==> src/rtl/owts_pkg.sv <==
// ---------------------------------------------------------------------------
// owts_pkg: shared types and constants of the one-wire temperature sequencer
// Transfer payloads, register file layout, phase encoding and command codes.
// ---------------------------------------------------------------------------
`default_nettype none

package owts_pkg;

   localparam int REG_COUNT = 7;
   localparam int ADDR_W    = 5;
   localparam int DATA_W    = 32;
   localparam int CONV_W    = 20;

   localparam logic [2:0] REG_RESET_LOW     = 3'd0;
   localparam logic [2:0] REG_PRES_TIMEOUT  = 3'd1;
   localparam logic [2:0] REG_PRES_RECOVERY = 3'd2;
   localparam logic [2:0] REG_SLOT          = 3'd3;
   localparam logic [2:0] REG_READ_SAMPLE   = 3'd4;
   localparam logic [2:0] REG_SHORT_LOW     = 3'd5;
   localparam logic [2:0] REG_CONV_WAIT     = 3'd6;

   localparam logic [9:0]        RST_RESET_LOW     = 10'd700;
   localparam logic [9:0]        RST_PRES_TIMEOUT  = 10'd200;
   localparam logic [9:0]        RST_PRES_RECOVERY = 10'd700;
   localparam logic [7:0]        RST_SLOT          = 8'd60;
   localparam logic [5:0]        RST_READ_SAMPLE   = 6'd12;
   localparam logic [3:0]        RST_SHORT_LOW     = 4'd2;
   localparam logic [CONV_W-1:0] RST_CONV_WAIT     = 20'd700;

   localparam logic [1:0] ACT_TICK     = 2'd0;
   localparam logic [1:0] ACT_READ     = 2'd1;
   localparam logic [1:0] ACT_PRESENCE = 2'd2;

   localparam logic [1:0] STATUS_OK       = 2'd0;
   localparam logic [1:0] STATUS_NO_PRES  = 2'd1;
   localparam logic [1:0] STATUS_PRES_LONG = 2'd2;

   localparam logic [7:0] CMD_SKIP_ROM = 8'hCC;
   localparam logic [7:0] CMD_CONVERT  = 8'h44;
   localparam logic [7:0] CMD_READ_PAD = 8'hBE;

   localparam logic [2:0] STEP_NONE      = 3'd0;
   localparam logic [2:0] STEP_SKIP_1    = 3'd1;
   localparam logic [2:0] STEP_CONVERT   = 3'd2;
   localparam logic [2:0] STEP_CONV_WAIT = 3'd3;
   localparam logic [2:0] STEP_SKIP_2    = 3'd4;
   localparam logic [2:0] STEP_READ_CMD  = 3'd5;
   localparam logic [2:0] STEP_READ_LOW  = 3'd6;
   localparam logic [2:0] STEP_READ_HIGH = 3'd7;

   typedef enum logic [7:0] {
      PH_IDLE      = 8'b0000_0001,
      PH_RST_LOW   = 8'b0000_0010,
      PH_PRES_LOW  = 8'b0000_0100,
      PH_PRES_HIGH = 8'b0000_1000,
      PH_RECOVER   = 8'b0001_0000,
      PH_WRITE     = 8'b0010_0000,
      PH_CONV      = 8'b0100_0000,
      PH_READ      = 8'b1000_0000
   } phase_type;

   typedef struct packed {
      logic [1:0] action;
      logic       line_in;
   } req_type;

   typedef struct packed {
      logic               drive_low;
      logic               busy_res;
      logic               done_res;
      logic [1:0]         status;
      logic signed [15:0] temperature;
   } rsp_type;

   typedef struct packed {
      logic [9:0]        reset_low_ticks;
      logic [9:0]        presence_timeout_ticks;
      logic [9:0]        presence_recovery_ticks;
      logic [7:0]        slot_ticks;
      logic [5:0]        read_sample_ticks;
      logic [3:0]        short_low_ticks;
      logic [CONV_W-1:0] conversion_wait_ticks;
   } cfg_type;

endpackage

`default_nettype wire

==> src/rtl/onewire_temperature_read_sequencer_unit.sv <==
// ---------------------------------------------------------------------------
// onewire_temperature_read_sequencer_unit: one-wire temperature read master
// Runs reset, presence, command and read slots, one input transfer per tick.
// ---------------------------------------------------------------------------
// The result of a tick is registered and is offered in the cycle after its transfer.
// Throughput: one tick per cycle; a stalled result holds off the next transfer.
// Reset is synchronous and active high; the sequencer returns to idle, the
// timing registers take their default values and the output is emptied.
`default_nettype none

module onewire_temperature_read_sequencer_unit
   import owts_pkg::*;
#(
   parameter int COUNT_BITS = 20
)
(
   input  wire logic              clock,
   input  wire logic              reset,
   input  wire logic              req_valid,
   output logic                   req_ready,
   input  req_type                req_data,
   output logic                   rsp_valid,
   input  wire logic              rsp_ready,
   output rsp_type                rsp_data,
   input  wire logic              psel,
   input  wire logic              penable,
   input  wire logic              pwrite,
   input  wire logic [ADDR_W-1:0] paddr,
   input  wire logic [DATA_W-1:0] pwdata,
   output logic      [DATA_W-1:0] prdata,
   output logic                   pready
);

   cfg_type cfg;
   rsp_type result;
   logic    step;

   assign step = req_valid && req_ready;

   owts_csr u_csr (
      .clock   (clock),
      .reset   (reset),
      .psel    (psel),
      .penable (penable),
      .pwrite  (pwrite),
      .paddr   (paddr),
      .pwdata  (pwdata),
      .prdata  (prdata),
      .pready  (pready),
      .cfg     (cfg)
   );

   owts_core #(
      .COUNT_BITS (COUNT_BITS)
   ) u_core (
      .clock  (clock),
      .reset  (reset),
      .step   (step),
      .item   (req_data),
      .cfg    (cfg),
      .result (result)
   );

   owts_out_reg u_out (
      .clock      (clock),
      .reset      (reset),
      .load       (step),
      .load_data  (result),
      .load_ready (req_ready),
      .rsp_valid  (rsp_valid),
      .rsp_ready  (rsp_ready),
      .rsp_data   (rsp_data)
   );

endmodule

`default_nettype wire

==> src/rtl/owts_csr.sv <==
// ---------------------------------------------------------------------------
// owts_csr: timing register file
// APB-style write and read access to the seven timing registers.
// ---------------------------------------------------------------------------
`default_nettype none

module owts_csr
   import owts_pkg::*;
(
   input  wire logic              clock,
   input  wire logic              reset,
   input  wire logic              psel,
   input  wire logic              penable,
   input  wire logic              pwrite,
   input  wire logic [ADDR_W-1:0] paddr,
   input  wire logic [DATA_W-1:0] pwdata,
   output logic      [DATA_W-1:0] prdata,
   output logic                   pready,
   output cfg_type                cfg
);

   cfg_type    cfg_ff;
   cfg_type    cfg_in;
   logic       wr_en;
   logic [2:0] reg_sel;

   assign pready  = 1'b1;
   assign wr_en   = psel & penable & pwrite;
   assign reg_sel = paddr[4:2];
   assign cfg     = cfg_ff;

   always_comb begin
      cfg_in = cfg_ff;
      if (wr_en) begin
         unique case (reg_sel)
            REG_RESET_LOW:     cfg_in.reset_low_ticks         = pwdata[9:0];
            REG_PRES_TIMEOUT:  cfg_in.presence_timeout_ticks  = pwdata[9:0];
            REG_PRES_RECOVERY: cfg_in.presence_recovery_ticks = pwdata[9:0];
            REG_SLOT:          cfg_in.slot_ticks              = pwdata[7:0];
            REG_READ_SAMPLE:   cfg_in.read_sample_ticks       = pwdata[5:0];
            REG_SHORT_LOW:     cfg_in.short_low_ticks         = pwdata[3:0];
            REG_CONV_WAIT:     cfg_in.conversion_wait_ticks   = pwdata[CONV_W-1:0];
            default:           cfg_in = cfg_ff;
         endcase
      end
   end

   always_comb begin
      unique case (reg_sel)
         REG_RESET_LOW:     prdata = {22'd0, cfg_ff.reset_low_ticks};
         REG_PRES_TIMEOUT:  prdata = {22'd0, cfg_ff.presence_timeout_ticks};
         REG_PRES_RECOVERY: prdata = {22'd0, cfg_ff.presence_recovery_ticks};
         REG_SLOT:          prdata = {24'd0, cfg_ff.slot_ticks};
         REG_READ_SAMPLE:   prdata = {26'd0, cfg_ff.read_sample_ticks};
         REG_SHORT_LOW:     prdata = {28'd0, cfg_ff.short_low_ticks};
         REG_CONV_WAIT:     prdata = {{(DATA_W-CONV_W){1'b0}}, cfg_ff.conversion_wait_ticks};
         default:           prdata = '0;
      endcase
   end

   always_ff @(posedge clock) begin
      if (reset) begin
         cfg_ff.reset_low_ticks         <= RST_RESET_LOW;
         cfg_ff.presence_timeout_ticks  <= RST_PRES_TIMEOUT;
         cfg_ff.presence_recovery_ticks <= RST_PRES_RECOVERY;
         cfg_ff.slot_ticks              <= RST_SLOT;
         cfg_ff.read_sample_ticks       <= RST_READ_SAMPLE;
         cfg_ff.short_low_ticks         <= RST_SHORT_LOW;
         cfg_ff.conversion_wait_ticks   <= RST_CONV_WAIT;
      end else begin
         cfg_ff <= cfg_in;
      end
   end

endmodule

`default_nettype wire

==> src/rtl/owts_core.sv <==
// ---------------------------------------------------------------------------
// owts_core: bus sequencer state and next-state logic
// Advances the reset, presence, slot and byte sequencing by one tick for
// every accepted transfer and forms the matching result.
// ---------------------------------------------------------------------------
`default_nettype none

module owts_core
   import owts_pkg::*;
#(
   parameter int COUNT_BITS = 20
)
(
   input  wire logic    clock,
   input  wire logic    reset,
   input  wire logic    step,
   input  req_type      item,
   input  cfg_type      cfg,
   output rsp_type      result
);

   localparam int CW = (COUNT_BITS + 1 > CONV_W + 1) ? COUNT_BITS + 1 : CONV_W + 1;
   localparam logic [COUNT_BITS-1:0] CNT_MAX = {COUNT_BITS{1'b1}};

   phase_type              phase_ff, phase_in, phase_cur;
   logic [COUNT_BITS-1:0]  cnt_ff, cnt_in, cnt_cur;
   logic [2:0]             bit_ff, bit_in;
   logic [2:0]             cmd_ff, cmd_in;
   logic [7:0]             shift_ff, shift_in;
   logic [7:0]             low_ff, low_in;
   logic [15:0]            temp_ff, temp_in;
   logic [1:0]             status_ff, status_in;
   logic                   rreq_ff, rreq_in;
   logic                   start, busy, done, drive, over, fin, byte_done;
   logic [1:0]             fin_status;
   logic [CW-1:0]          wait_n, cnt_ext, cnt_next_ext;
   logic [8:0]             slot_len, sample_pt;

   assign start     = (phase_ff == PH_IDLE)
                      && (item.action == ACT_READ || item.action == ACT_PRESENCE);
   assign phase_cur = start ? PH_RST_LOW : phase_ff;
   assign cnt_cur   = start ? '0 : cnt_ff;

   assign slot_len = {1'b0, cfg.slot_ticks} + {5'd0, cfg.short_low_ticks};
   assign cnt_ext  = CW'(cnt_cur);
   assign cnt_next_ext = cnt_ext + CW'(1);
   assign over = (cnt_next_ext >= wait_n) || (cnt_cur == CNT_MAX);

   always_comb begin
      if (slot_len == 9'd0) begin
         sample_pt = 9'd0;
      end else if ({3'd0, cfg.read_sample_ticks} > slot_len - 9'd1) begin
         sample_pt = slot_len - 9'd1;
      end else begin
         sample_pt = {3'd0, cfg.read_sample_ticks};
      end
   end

   always_comb begin
      unique case (phase_cur)
         PH_RST_LOW:               wait_n = CW'(cfg.reset_low_ticks);
         PH_PRES_LOW, PH_PRES_HIGH: wait_n = CW'(cfg.presence_timeout_ticks);
         PH_RECOVER:               wait_n = CW'(cfg.presence_recovery_ticks);
         PH_WRITE, PH_READ:        wait_n = CW'(slot_len);
         PH_CONV:                  wait_n = CW'(cfg.conversion_wait_ticks);
         default:                  wait_n = '0;
      endcase
   end

   always_comb begin
      phase_in   = phase_ff;
      cnt_in     = cnt_ff;
      bit_in     = bit_ff;
      cmd_in     = cmd_ff;
      shift_in   = shift_ff;
      low_in     = low_ff;
      temp_in    = temp_ff;
      status_in  = status_ff;
      rreq_in    = rreq_ff;
      drive      = 1'b0;
      fin        = 1'b0;
      fin_status = STATUS_OK;
      byte_done  = 1'b0;
      done       = 1'b0;

      if (start) begin
         rreq_in  = (item.action == ACT_READ);
         cmd_in   = STEP_NONE;
         cnt_in   = '0;
         phase_in = PH_RST_LOW;
      end
      busy = (phase_in != PH_IDLE);

      unique case (phase_in)
         PH_RST_LOW: begin
            drive = 1'b1;
            if (over) begin
               phase_in = PH_PRES_LOW;
               cnt_in   = '0;
            end else begin
               cnt_in = cnt_next_ext[COUNT_BITS-1:0];
            end
         end
         PH_PRES_LOW: begin
            if (!item.line_in) begin
               phase_in = PH_PRES_HIGH;
               cnt_in   = '0;
            end else if (over) begin
               fin        = 1'b1;
               fin_status = STATUS_NO_PRES;
            end else begin
               cnt_in = cnt_next_ext[COUNT_BITS-1:0];
            end
         end
         PH_PRES_HIGH: begin
            if (item.line_in) begin
               phase_in = PH_RECOVER;
               cnt_in   = '0;
            end else if (over) begin
               fin        = 1'b1;
               fin_status = STATUS_PRES_LONG;
            end else begin
               cnt_in = cnt_next_ext[COUNT_BITS-1:0];
            end
         end
         PH_RECOVER: begin
            if (over) begin
               if (!rreq_in) begin
                  fin        = 1'b1;
                  fin_status = STATUS_OK;
               end else begin
                  cmd_in   = (cmd_in == STEP_NONE) ? STEP_SKIP_1 : STEP_SKIP_2;
                  shift_in = CMD_SKIP_ROM;
                  bit_in   = 3'd0;
                  cnt_in   = '0;
                  phase_in = PH_WRITE;
               end
            end else begin
               cnt_in = cnt_next_ext[COUNT_BITS-1:0];
            end
         end
         PH_WRITE: begin
            if (shift_in[0]) begin
               drive = (cnt_ext < CW'(cfg.short_low_ticks));
            end else begin
               drive = (cnt_ext < CW'(cfg.slot_ticks));
            end
            if (over) begin
               shift_in = {1'b0, shift_in[7:1]};
               if (bit_in == 3'd7) begin
                  bit_in    = 3'd0;
                  byte_done = 1'b1;
               end else begin
                  bit_in = bit_in + 3'd1;
                  cnt_in = '0;
               end
            end else begin
               cnt_in = cnt_next_ext[COUNT_BITS-1:0];
            end
         end
         PH_CONV: begin
            if (over) begin
               phase_in = PH_RST_LOW;
               cnt_in   = '0;
            end else begin
               cnt_in = cnt_next_ext[COUNT_BITS-1:0];
            end
         end
         PH_READ: begin
            drive = (cnt_ext < CW'(cfg.short_low_ticks));
            if (cnt_ext == CW'(sample_pt)) begin
               shift_in = {item.line_in, shift_in[7:1]};
            end
            if (over) begin
               if (bit_in == 3'd7) begin
                  bit_in    = 3'd0;
                  byte_done = 1'b1;
               end else begin
                  bit_in = bit_in + 3'd1;
                  cnt_in = '0;
               end
            end else begin
               cnt_in = cnt_next_ext[COUNT_BITS-1:0];
            end
         end
         default: begin
            phase_in = PH_IDLE;
         end
      endcase

      if (byte_done) begin
         unique case (cmd_in)
            STEP_SKIP_1: begin
               cmd_in   = STEP_CONVERT;
               shift_in = CMD_CONVERT;
               cnt_in   = '0;
               phase_in = PH_WRITE;
            end
            STEP_CONVERT: begin
               cmd_in   = STEP_CONV_WAIT;
               cnt_in   = '0;
               phase_in = PH_CONV;
            end
            STEP_SKIP_2: begin
               cmd_in   = STEP_READ_CMD;
               shift_in = CMD_READ_PAD;
               cnt_in   = '0;
               phase_in = PH_WRITE;
            end
            STEP_READ_CMD: begin
               cmd_in   = STEP_READ_LOW;
               shift_in = 8'd0;
               cnt_in   = '0;
               phase_in = PH_READ;
            end
            STEP_READ_LOW: begin
               low_in   = shift_in;
               cmd_in   = STEP_READ_HIGH;
               shift_in = 8'd0;
               cnt_in   = '0;
               phase_in = PH_READ;
            end
            default: begin
               temp_in    = {shift_in, low_in};
               fin        = 1'b1;
               fin_status = STATUS_OK;
            end
         endcase
      end

      if (fin) begin
         status_in = fin_status;
         phase_in  = PH_IDLE;
         cnt_in    = '0;
         rreq_in   = 1'b0;
         done      = 1'b1;
      end
   end

   assign result.drive_low   = drive;
   assign result.busy_res    = busy;
   assign result.done_res    = done;
   assign result.status      = status_in;
   assign result.temperature = temp_in;

   always_ff @(posedge clock) begin
      if (reset) begin
         phase_ff  <= PH_IDLE;
         cnt_ff    <= '0;
         bit_ff    <= 3'd0;
         cmd_ff    <= STEP_NONE;
         shift_ff  <= 8'd0;
         low_ff    <= 8'd0;
         temp_ff   <= 16'd0;
         status_ff <= STATUS_OK;
         rreq_ff   <= 1'b0;
      end else if (step) begin
         phase_ff  <= phase_in;
         cnt_ff    <= cnt_in;
         bit_ff    <= bit_in;
         cmd_ff    <= cmd_in;
         shift_ff  <= shift_in;
         low_ff    <= low_in;
         temp_ff   <= temp_in;
         status_ff <= status_in;
         rreq_ff   <= rreq_in;
      end
   end

   a_done_busy: assert property (@(posedge clock) disable iff (reset)
      step && done |-> busy)
      else $error("Sequence finished without being busy.");

   a_idle_status: assert property (@(posedge clock) disable iff (reset)
      step && !busy |=> $stable(status_ff) && $stable(temp_ff))
      else $error("Status or temperature changed while idle.");

   a_idle_release: assert property (@(posedge clock) disable iff (reset)
      step && !busy |-> !drive && !done)
      else $error("Bus driven while idle.");

endmodule

`default_nettype wire

==> src/rtl/owts_out_reg.sv <==
// ---------------------------------------------------------------------------
// owts_out_reg: result output register
// Holds one result transfer until it is taken and back-pressures the input.
// ---------------------------------------------------------------------------
`default_nettype none

module owts_out_reg
   import owts_pkg::*;
(
   input  wire logic clock,
   input  wire logic reset,
   input  wire logic load,
   input  rsp_type   load_data,
   output logic      load_ready,
   output logic      rsp_valid,
   input  wire logic rsp_ready,
   output rsp_type   rsp_data
);

   logic    valid_ff, valid_in;
   rsp_type data_ff;

   assign load_ready = !valid_ff || rsp_ready;
   assign valid_in   = load || (valid_ff && !rsp_ready);
   assign rsp_valid  = valid_ff;
   assign rsp_data   = data_ff;

   always_ff @(posedge clock) begin
      if (reset) begin
         valid_ff <= 1'b0;
      end else begin
         valid_ff <= valid_in;
      end
   end

   always_ff @(posedge clock) begin
      if (load) begin
         data_ff <= load_data;
      end
   end

endmodule

`default_nettype wire

==> config.mk <==
export PLATFORM = sky130hd
export DESIGN_NAME = onewire_temperature_read_sequencer_unit
export DESIGN_NICKNAME = d
export VERILOG_FILES = /design/src/rtl/owts_pkg.sv /design/src/rtl/onewire_temperature_read_sequencer_unit.sv /design/src/rtl/owts_csr.sv /design/src/rtl/owts_core.sv /design/src/rtl/owts_out_reg.sv
export SDC_FILE = /design/constraint.sdc
export NUM_CORES = 1
export LEC_CHECK = 0
export BUFFER_PORTS_ARGS = -buffer_cell sky130_fd_sc_hd__buf_2
export CORE_UTILIZATION = 60
export DETAILED_ROUTE_END_ITERATION = 7
export PLACE_DENSITY = 0.81
export SLEW_MARGIN = 20
export SYNTH_ARGS = -nofsm -noshare
export SYNTH_HDL_FRONTEND = slang
export SYNTH_SLANG_ARGS = --single-unit
==> constraint.sdc <==
create_clock -name clock -period 7.5 [get_ports clock]
set_input_delay 0.75 -clock clock [delete_from_list [all_inputs] [get_ports clock]]
set_output_delay 0.75 -clock clock [all_outputs]
set_load 0.02 [all_outputs]
Word level (Yosys, flattened, before mapping). Cells that the tools add are included.

Add/subtract/negate cells: 4. Magnitude comparators: 4. Eq/ne operators: 28. Multiplexer cells: 73. Bitwise gates (word level): 2. Reduce and logical (&&, ||, !) cells: 28.

Operators by type and width (number): 20-bit two-way mux (12); 20-bit one-hot mux with 5 select lines (2); 20-bit one-hot mux with 7 select lines (1); 8-bit two-way mux (14); 8-bit one-hot mux with 3 select lines (3); 8-bit one-hot mux with 6 select lines (1); 16-bit two-way mux (2); 3-bit two-way mux (10); 20-bit by 1-bit adder with 21-bit output (second input constant) (1); 3-bit equality test (second input constant) (7); 21-bit by 20-bit >= comparator with 1-bit output (1); 20-bit equality test (second input constant) (1); 20-bit by 9-bit equality test with 1-bit output (1); 20-bit by 4-bit < comparator with 1-bit output (1); 20-bit by 8-bit < comparator with 1-bit output (1); 9-bit two-way mux (2); 1-bit two-way mux (15); 3-bit one-hot mux with 5 select lines (1); 2-bit AND reduction (7); 2-bit two-way mux (6); 2-bit OR reduction (5); 8-bit by 4-bit adder with 9-bit output (1); 3-bit by 2-bit equality test with 1-bit output (second input constant) (3); 6-bit by 9-bit greater-than comparator with 1-bit output (1); 29 further kinds (40).

Flip-flop bits (word level): 159. Bits of input ports: 47. Output and inout port bits: 56. Logic and storage cells: 161.

Logic depth before layout (Yosys ltp). Gate-level depths: netlist of run 1.

Word-level depth: 16. Gate-level depth with buffers: 29. Gate-level depth less buffers: 28.

Cells and area by module. Synthesis of run 1 repeated with hierarchy kept, for this count alone.

Cell total of the unflattened synthesis: 1246. Area, all modules: 10247.3 µm².

Modules (own cells, without submodules): owts_core (times used 1, cells an instance 847, area an instance 6198.4 µm²); owts_csr (times used 1, cells an instance 373, area an instance 3365.7 µm²); owts_out_reg (times used 1, cells an instance 25, area an instance 676.9 µm²); onewire_temperature_read_sequencer_unit (times used 1, cells an instance 1, area an instance 6.3 µm²).

Least setup slack after synthesis of run 1. Ideal clock, no wire load.

Path type: input to register. From: input port req_data[2] (netlist name). To: register u_out.data_ff (netlist bit u_out.rsp_data[10]) (data pin). Setup time: 0.270 ns. Arrival time: 5.482 ns. Path slack: 1.748 ns. Stages: 27. Cells stage by stage: inv_1 -> ha_1 -> nand2b_1 -> or3_1 -> buf_2 -> nand2_1 -> inv_1 -> ha_1 -> and3_1 -> nand2_1 -> nor3_1 -> nand3_1 -> nand3_1 -> o21ai_0 -> ha_1 -> a21o_1 -> a21oi_1 -> nor2b_1 -> a2111oi_0 -> nand2_1 -> o21ai_0 -> nand2_1 -> clkbuf_1 -> nand2_1 -> o31ai_2 -> a211oi_1 -> a21oi_1.

RTL lines: from (decl) (RTL line onewire_temperature_read_sequencer_unit.sv:21) `input req_type req_data,`; to (signal assigned) (RTL line owts_out_reg.sv:38) `data_ff <= load_data;`; to (decl) (RTL line owts_out_reg.sv:21) `rsp_type data_ff;`.

==> results of run 1 <==
==> layout make-up <==
| type | count | area [µm²] |
|---|---|---|
| clock buffers | 17 | 425.4 |
| clock inverters | 15 | 201.4 |
| fillers | 1279 | 4925 |
| inverters | 39 | 146.4 |
| multi-input cells | 954 | 6003 |
| flip-flops and latches | 159 | 3393 |
| well taps | 216 | 270.3 |
| repair buffers | 102 | 578.1 |
==> sequential cells by signal (all words and copies together) (netlist names), 8 cells and up <==
| register | cells |
|---|---|
| u_core.cnt_ff | 20 |
| u_csr.cfg | 68 |
| u_core.temp_ff | 16 |
| u_core.phase_ff | 8 |
| u_core.low_ff | 8 |
| u_core.shift_ff | 8 |
| u_out.rsp_data | 21 |
==> worst min-delay path, stage by stage, from the launching register on <==
cell     delay (ns)
dfxtp_1        0.31
nand2_1        0.05
a21oi_1        0.05
==> power groups by stage <==
stage	registers [mW]	logic [mW]	clock network, mW
finish	0.889	0.249	0.925
global route	0.891	0.270	0.958
CTS	0.888	0.243	0.926
detailed placement	0.908	0.240	0
global placement	0.907	0.237	0
floorplan	0.915	0.158	0
==> routing by layer <==
layer / global-route usage [%] / part of all wire (%) / up-vias
met5: 0 / 0 / -
met2: 53.54 / 46 / 549
met3: 6.724 / 10 / 69
met4: 12.79 / 2.5 / 0
met1: 46.83 / 42 / 4458
li1: - / - / 4502
==> cell usage after synthesis, drive strengths merged (4+ instances only) <==
cell type / instances / share of area [%]
nand2: 174 / 6.7
dfxtp: 138 / 28
nor2: 135 / 5.2
a21oi: 94 / 4.8
o21ai: 62 / 3.2
clkbuf: 60 / 2.3
mux2i: 58 / 5.9
ha: 47 / 6.0
nand3: 44 / 2.2
inv: 37 / 1.4
nor3: 31 / 1.6
a22oi: 25 / 1.9
buf: 25 / 1.5
edfxtp: 21 / 6.4
and3: 18 / 1.1
o211ai: 17 / 1.3
a211oi: 13 / 1.3
mux2: 13 / 1.5
nand4: 13 / 0.83
o22ai: 12 / 0.76
xor2: 12 / 1.1
nor4: 11 / 0.70
a21o: 10 / 0.76
o21a: 10 / 0.76
or3: 10 / 0.69
xnor2: 10 / 0.89
a221oi: 9 / 0.87
nand2b: 9 / 0.57
nor2b: 9 / 0.57
a31oi: 7 / 0.45
and2: 7 / 0.45
a211o: 5 / 0.45
a221o: 5 / 0.51
mux4: 5 / 1.1
a22o: 4 / 0.36
nor3b: 4 / 0.31
o2111ai: 4 / 0.36
o31ai: 4 / 0.41
or2: 4 / 0.25
==> final timing paths <==
path                                  endpoint  slack, ns  cells past startpoint                   startpoint
hold / removal     u_core.rreq_ff$_SDFFE_PP0P_       0.46                      2  u_core.rreq_ff$_SDFFE_PP0P_
setup / recovery  u_out.rsp_data[10]$_DFFE_PP_       1.06                     26                  req_data[2]
setup reg to reg  u_out.rsp_data[13]$_DFFE_PP_       1.17                     17   u_csr.cfg[20]$_SDFFE_PP0P_
hold reg to reg    u_core.rreq_ff$_SDFFE_PP0P_       0.46                      2  u_core.rreq_ff$_SDFFE_PP0P_
==> logic make-up (layout without fill, tap and decap cells) <==
family | count (synthesis) | count (layout) | synth area share, %
AND/OR/NAND/NOR | 483 | 483 | 22.49
AO/OA/AOI/OAI | 312 | 312 | 20.93
flip-flops | 159 | 159 | 34.50
buffers and inverters | 124 | 173 | 5.292
adder cells (fa/ha/maj) | 48 | 48 | 6.182
XOR/XNOR | 22 | 22 | 1.959
multiplexers | 76 | 76 | 8.574
other | 2 | 13 | 0.07635
==> stage by stage <==
step | total power [mW] | hold slack (ns)
after detailed placement | 1.148 | 0.4495
final | 2.063 | 0.4562
after floorplan | 1.072 | 0.4312
after global routing | 2.118 | 0.4902
after global placement | 1.144 | 0.4381
after CTS | 2.058 | 0.4569
==> results.json, run 1 <==
{
  "status": "finished clean",
  "initialDrtViolationCount": 1270,
  "cts_tree": "done",
  "skew_ns": 0.008372,
  "gr-total-overflow": 0,
  "synthCells": 1226,
  "rsz0062_at_grt": "no",
  "routed_via_density": 6.377,
  "synth_edf_count": 21,
  "min_period_ns": 6.439,
  "cts_buffers": 17,
  "tightestPinTransition_ns": 1.026,
  "dp_slack_ns": 0.7999,
  "slowest_delay_ns": 0.58,
  "synth-seq-cells": 159,
  "maxClockFrequency_mhz": 155.3,
  "p_int_mw": 1.468,
  "p_switching_uw": 595.5,
  "cp_common_cell": "nand2_1",
  "cap_viol_max_count": 0,
  "numPortBuffers": 75,
  "seqPwrFrac_pct": 43.1,
  "crit_path_end_kind": "register",
  "routed_wl_mm": 28.24,
  "stdcell_count": 1502,
  "core_area_um2": 15940,
  "final_area_um2": 11020,
  "dp_hpwl_mm": 18.96,
  "grt.total_usage_pct": 34.27,
  "arrival_ns": 6.61,
  "start_util_pct": 61.69,
  "layout.nets": 1368,
  "switching_share_pct": 28.87,
  "grt_first_pass_wirelength_mm": 44.77,
  "cts_setup_buffers": 0,
  "dpl_cell_area_um2": 10390,
  "area_growth_syn_to_layout_pct": 12.02,
  "die-width_um": 130.0,
  "die_area_um2": 16910,
  "drc": 0,
  "worst-path-buf-inv": 3,
  "path_clk_slew_ns": 0.07,
  "syn_area_um2": 9836,
  "ir_worst_vdd_v": 0.0001838,
  "clk-insertion-delay-late_ns": 0.44,
  "finalSetupTns_ns": 0,
  "first_global_vias": 8781,
  "die_y_um": 130.0,
  "ant_nets": 0,
  "required_ns": 7.67,
  "htree_levels": 4,
  "worstPathMaxFanout": 11,
  "drive_gt1_share_pct": 13.84,
  "final_common_cell": "nand2_1",
  "synth-main-ff-cell": "dfxtp_1",
  "synth_cell_type_count": 83,
  "final_cell_mix": "nand2_1, dfxtp_1, nor2_1",
  "placed_cells": 1470,
  "antenna-diode-count": 0,
  "drt_pass1_iterations": 6,
  "slew_violations": 0,
  "pin_count": 103,
  "pwr-share-comb_pct": 12.1,
  "path_delay_family": "simple AND/OR/NAND/NOR gates",
  "cts_resized": 0,
  "final_util_pct": 69.11,
  "gp_congestion": 0.9067,
  "postCtsHoldBufs": 0,
  "clockRootBuffer": "clkbuf_16",
  "p_clk_share_pct": 44.8,
  "async_flop_share_pct": 0,
  "clock-sinks": 159,
  "vias": 9578,
  "worstHoldPathType": "register to register",
  "max_slew_margin_pct": 31.10,
  "power_density_nw_per_um2": 187.2,
  "seq_area_frac_synth_pct": 34.50,
  "antenna_found_initial": 0,
  "setup-violations-final": 0,
  "min_period_over_period_pct": 85.86,
  "cts_buffer_depth": 2,
  "grt_max_degree": 59,
  "criticalPathCategory": "input port to register",
  "wl_per_cell_um": 18.80,
  "start_kind": "input port",
  "hold_viol": 0,
  "crit_path_top_delay_cell": "a211oi_1",
  "postSynthAreaPerCell_um2": 8.023,
  "row_count": 46,
  "setup_ws_ns": 1.061,
  "leakagePower_nw": 4.388,
  "yosysWarnings": 0
}
(Power assumes the default switching activity.)
==> inputs of run 2 (changes only) <==
--- a/config.mk
+++ b/config.mk
@@ -6,6 +6,7 @@
 export NUM_CORES = 1
 export LEC_CHECK = 0
 export BUFFER_PORTS_ARGS = -buffer_cell sky130_fd_sc_hd__buf_2
+export CORE_MARGIN = 2
 export CORE_UTILIZATION = 60
 export DETAILED_ROUTE_END_ITERATION = 7
 export PLACE_DENSITY = 0.81
==> run 2 against run 1 <==
Compared with the run above: routed wire length down 0.55%; core utilization down 0.61 points; worst hold slack better by 0.00089 ns; sequential power about the same; final area down 0.89%; first-iteration DRC count down 4.3%; critical path type unchanged; largest cell class unchanged.
==> results.json, run 2 (synthesis results as in run 1) <==
{
  "grt.total_usage_pct": 32.32,
  "finalSetupTns_ns": 0,
  "cts_buffer_depth": 2,
  "dp_hpwl_mm": 19.37,
  "power_density_nw_per_um2": 181.5,
  "largest_reg_flops": 68,
  "reg2regPathDepth": 22,
  "die_area_um2": 17430,
  "ir_worst_vdd_v": 0.0001852,
  "grt_max_degree": 49,
  "routed_via_density": 6.430,
  "crit_path_end_kind": "register",
  "dp_slack_ns": 0.5432,
  "vias": 9625,
  "numPortBuffers": 75,
  "min_period_ns": 6.742,
  "worstHoldPathCells": 2,
  "crit_path_top_delay_cell": "a211oi_1",
  "pin_count": 103,
  "clockRootBuffer": "clkbuf_16",
  "first_global_vias": 9205,
  "cts_buffers": 17,
  "arrival_ns": 6.91,
  "holdWs_ns": 0.4571,
  "grt_first_pass_wirelength_mm": 45.99,
  "wl_per_cell_um": 18.76,
  "core_area_um2": 15940,
  "maxClockFrequency_mhz": 148.3,
  "drc": 0,
  "ant_nets": 0,
  "status": "finished clean",
  "postCtsHoldBufs": 0,
  "initialDrtViolationCount": 1216,
  "row_count": 46,
  "criticalPathCategory": "input port to register",
  "clk-insertion-delay-late_ns": 0.44,
  "cts_resized": 0,
  "hold_viol": 0,
  "skew_ns": 0.009048,
  "antenna_found_initial": 0,
  "max_slew_margin_pct": 21.96,
  "drt_pass1_iterations": 6,
  "gp_congestion": 0.9354,
  "leakagePower_nw": 4.324,
  "slowest_delay_ns": 0.59,
  "worstPathMaxFanout": 16,
  "gr-total-overflow": 0,
  "layout.nets": 1363,
  "path_clk_slew_ns": 0.07,
  "cts_setup_buffers": 0,
  "cap_viol_max_count": 0,
  "setup_ws_ns": 0.7583,
  "antenna-diode-count": 0,
  "routed_wl_mm": 28.09,
  "slew_violations": 0,
  "tightestPinTransition_ns": 1.164,
  "final_common_cell": "nand2_1",
  "rsz0062_at_grt": "no",
  "cts_tree": "done",
  "clock-sinks": 159,
  "start_kind": "input port",
  "htree_levels": 4,
  "required_ns": 7.67,
  "setup-violations-final": 0,
  "die-width_um": 132.0,
  "worstHoldPathType": "register to register",
  "area_growth_syn_to_layout_pct": 11.03,
  "final_cell_mix": "nand2_1, dfxtp_1, nor2_1",
  "cp_common_cell": "nand2_1",
  "min_period_over_period_pct": 89.89,
  "drive_gt1_share_pct": 13.51,
  "die_y_um": 132.0,
  "start_util_pct": 61.69
}
## run 2: worst max-delay path: cells and delay by family
family	cells	cell delay, ns
xor gates and xnor gates	1	0.18
and+or+nand+nor	13	3.03
adders and majority gates	3	0.90
AOI/OAI and AO/OA	5	1.73
buffers and inverters	3	0.30
## run 2: path summary, 6_finish.rpt
path | startpoint | to | slack, ns
worst max-delay path | req_data[2] | u_out.rsp_data[10]$_DFFE_PP_ | 0.76
worst min-delay path | u_core.status_ff[1]$_SDFFE_PP0P_ | u_core.status_ff[1]$_SDFFE_PP0P_ | 0.46
worst max register to register | u_core.phase_ff[4]$_SDFFE_PP0P_ | u_out.rsp_data[10]$_DFFE_PP_ | 0.94
worst min register to register | u_core.status_ff[1]$_SDFFE_PP0P_ | u_core.status_ff[1]$_SDFFE_PP0P_ | 0.46
## run 2: cell type report
cell class	count	area (µm²)
repair buffers	97	540.5
fillers	1317	5022
well taps	216	270.3
inverters	39	146.4
clock buffers	17	425.4
clock inverters	15	147.6
multi-input cells	954	5997
flip-flops and latches	159	3393
## run 2: power by group
group          switching, mW  internal, mW  leakage [nW]
clock network          0.407         0.440         0.270
logic                  0.168        0.0769          2.73
registers             0.0105         0.879          1.33
total                  0.586          1.40          4.32
## run 2: through the flow
stage | total power, mW | cell area [µm²] | utilization [%] | instances
floorplan | 1.072 | 9877 | - | 1237
global placement | 1.142 | 10350 | 64.90 | 1465
detailed placement | 1.146 | 10350 | 64.90 | 1465
CTS | 1.976 | 10920 | 68.50 | 1497
global route | 2.040 | 10920 | 68.50 | 1497
finish | 1.982 | 10920 | 68.50 | 1497
## run 2: routing by layer
layer  share of wire [%]  vias up  track usage, %
met5                   0        -               0
met4                 4.2        0           15.34
met3                  10      103           6.382
met2                  45      553           50.00
met1                  41     4463           43.49
li1                    -     4506               -
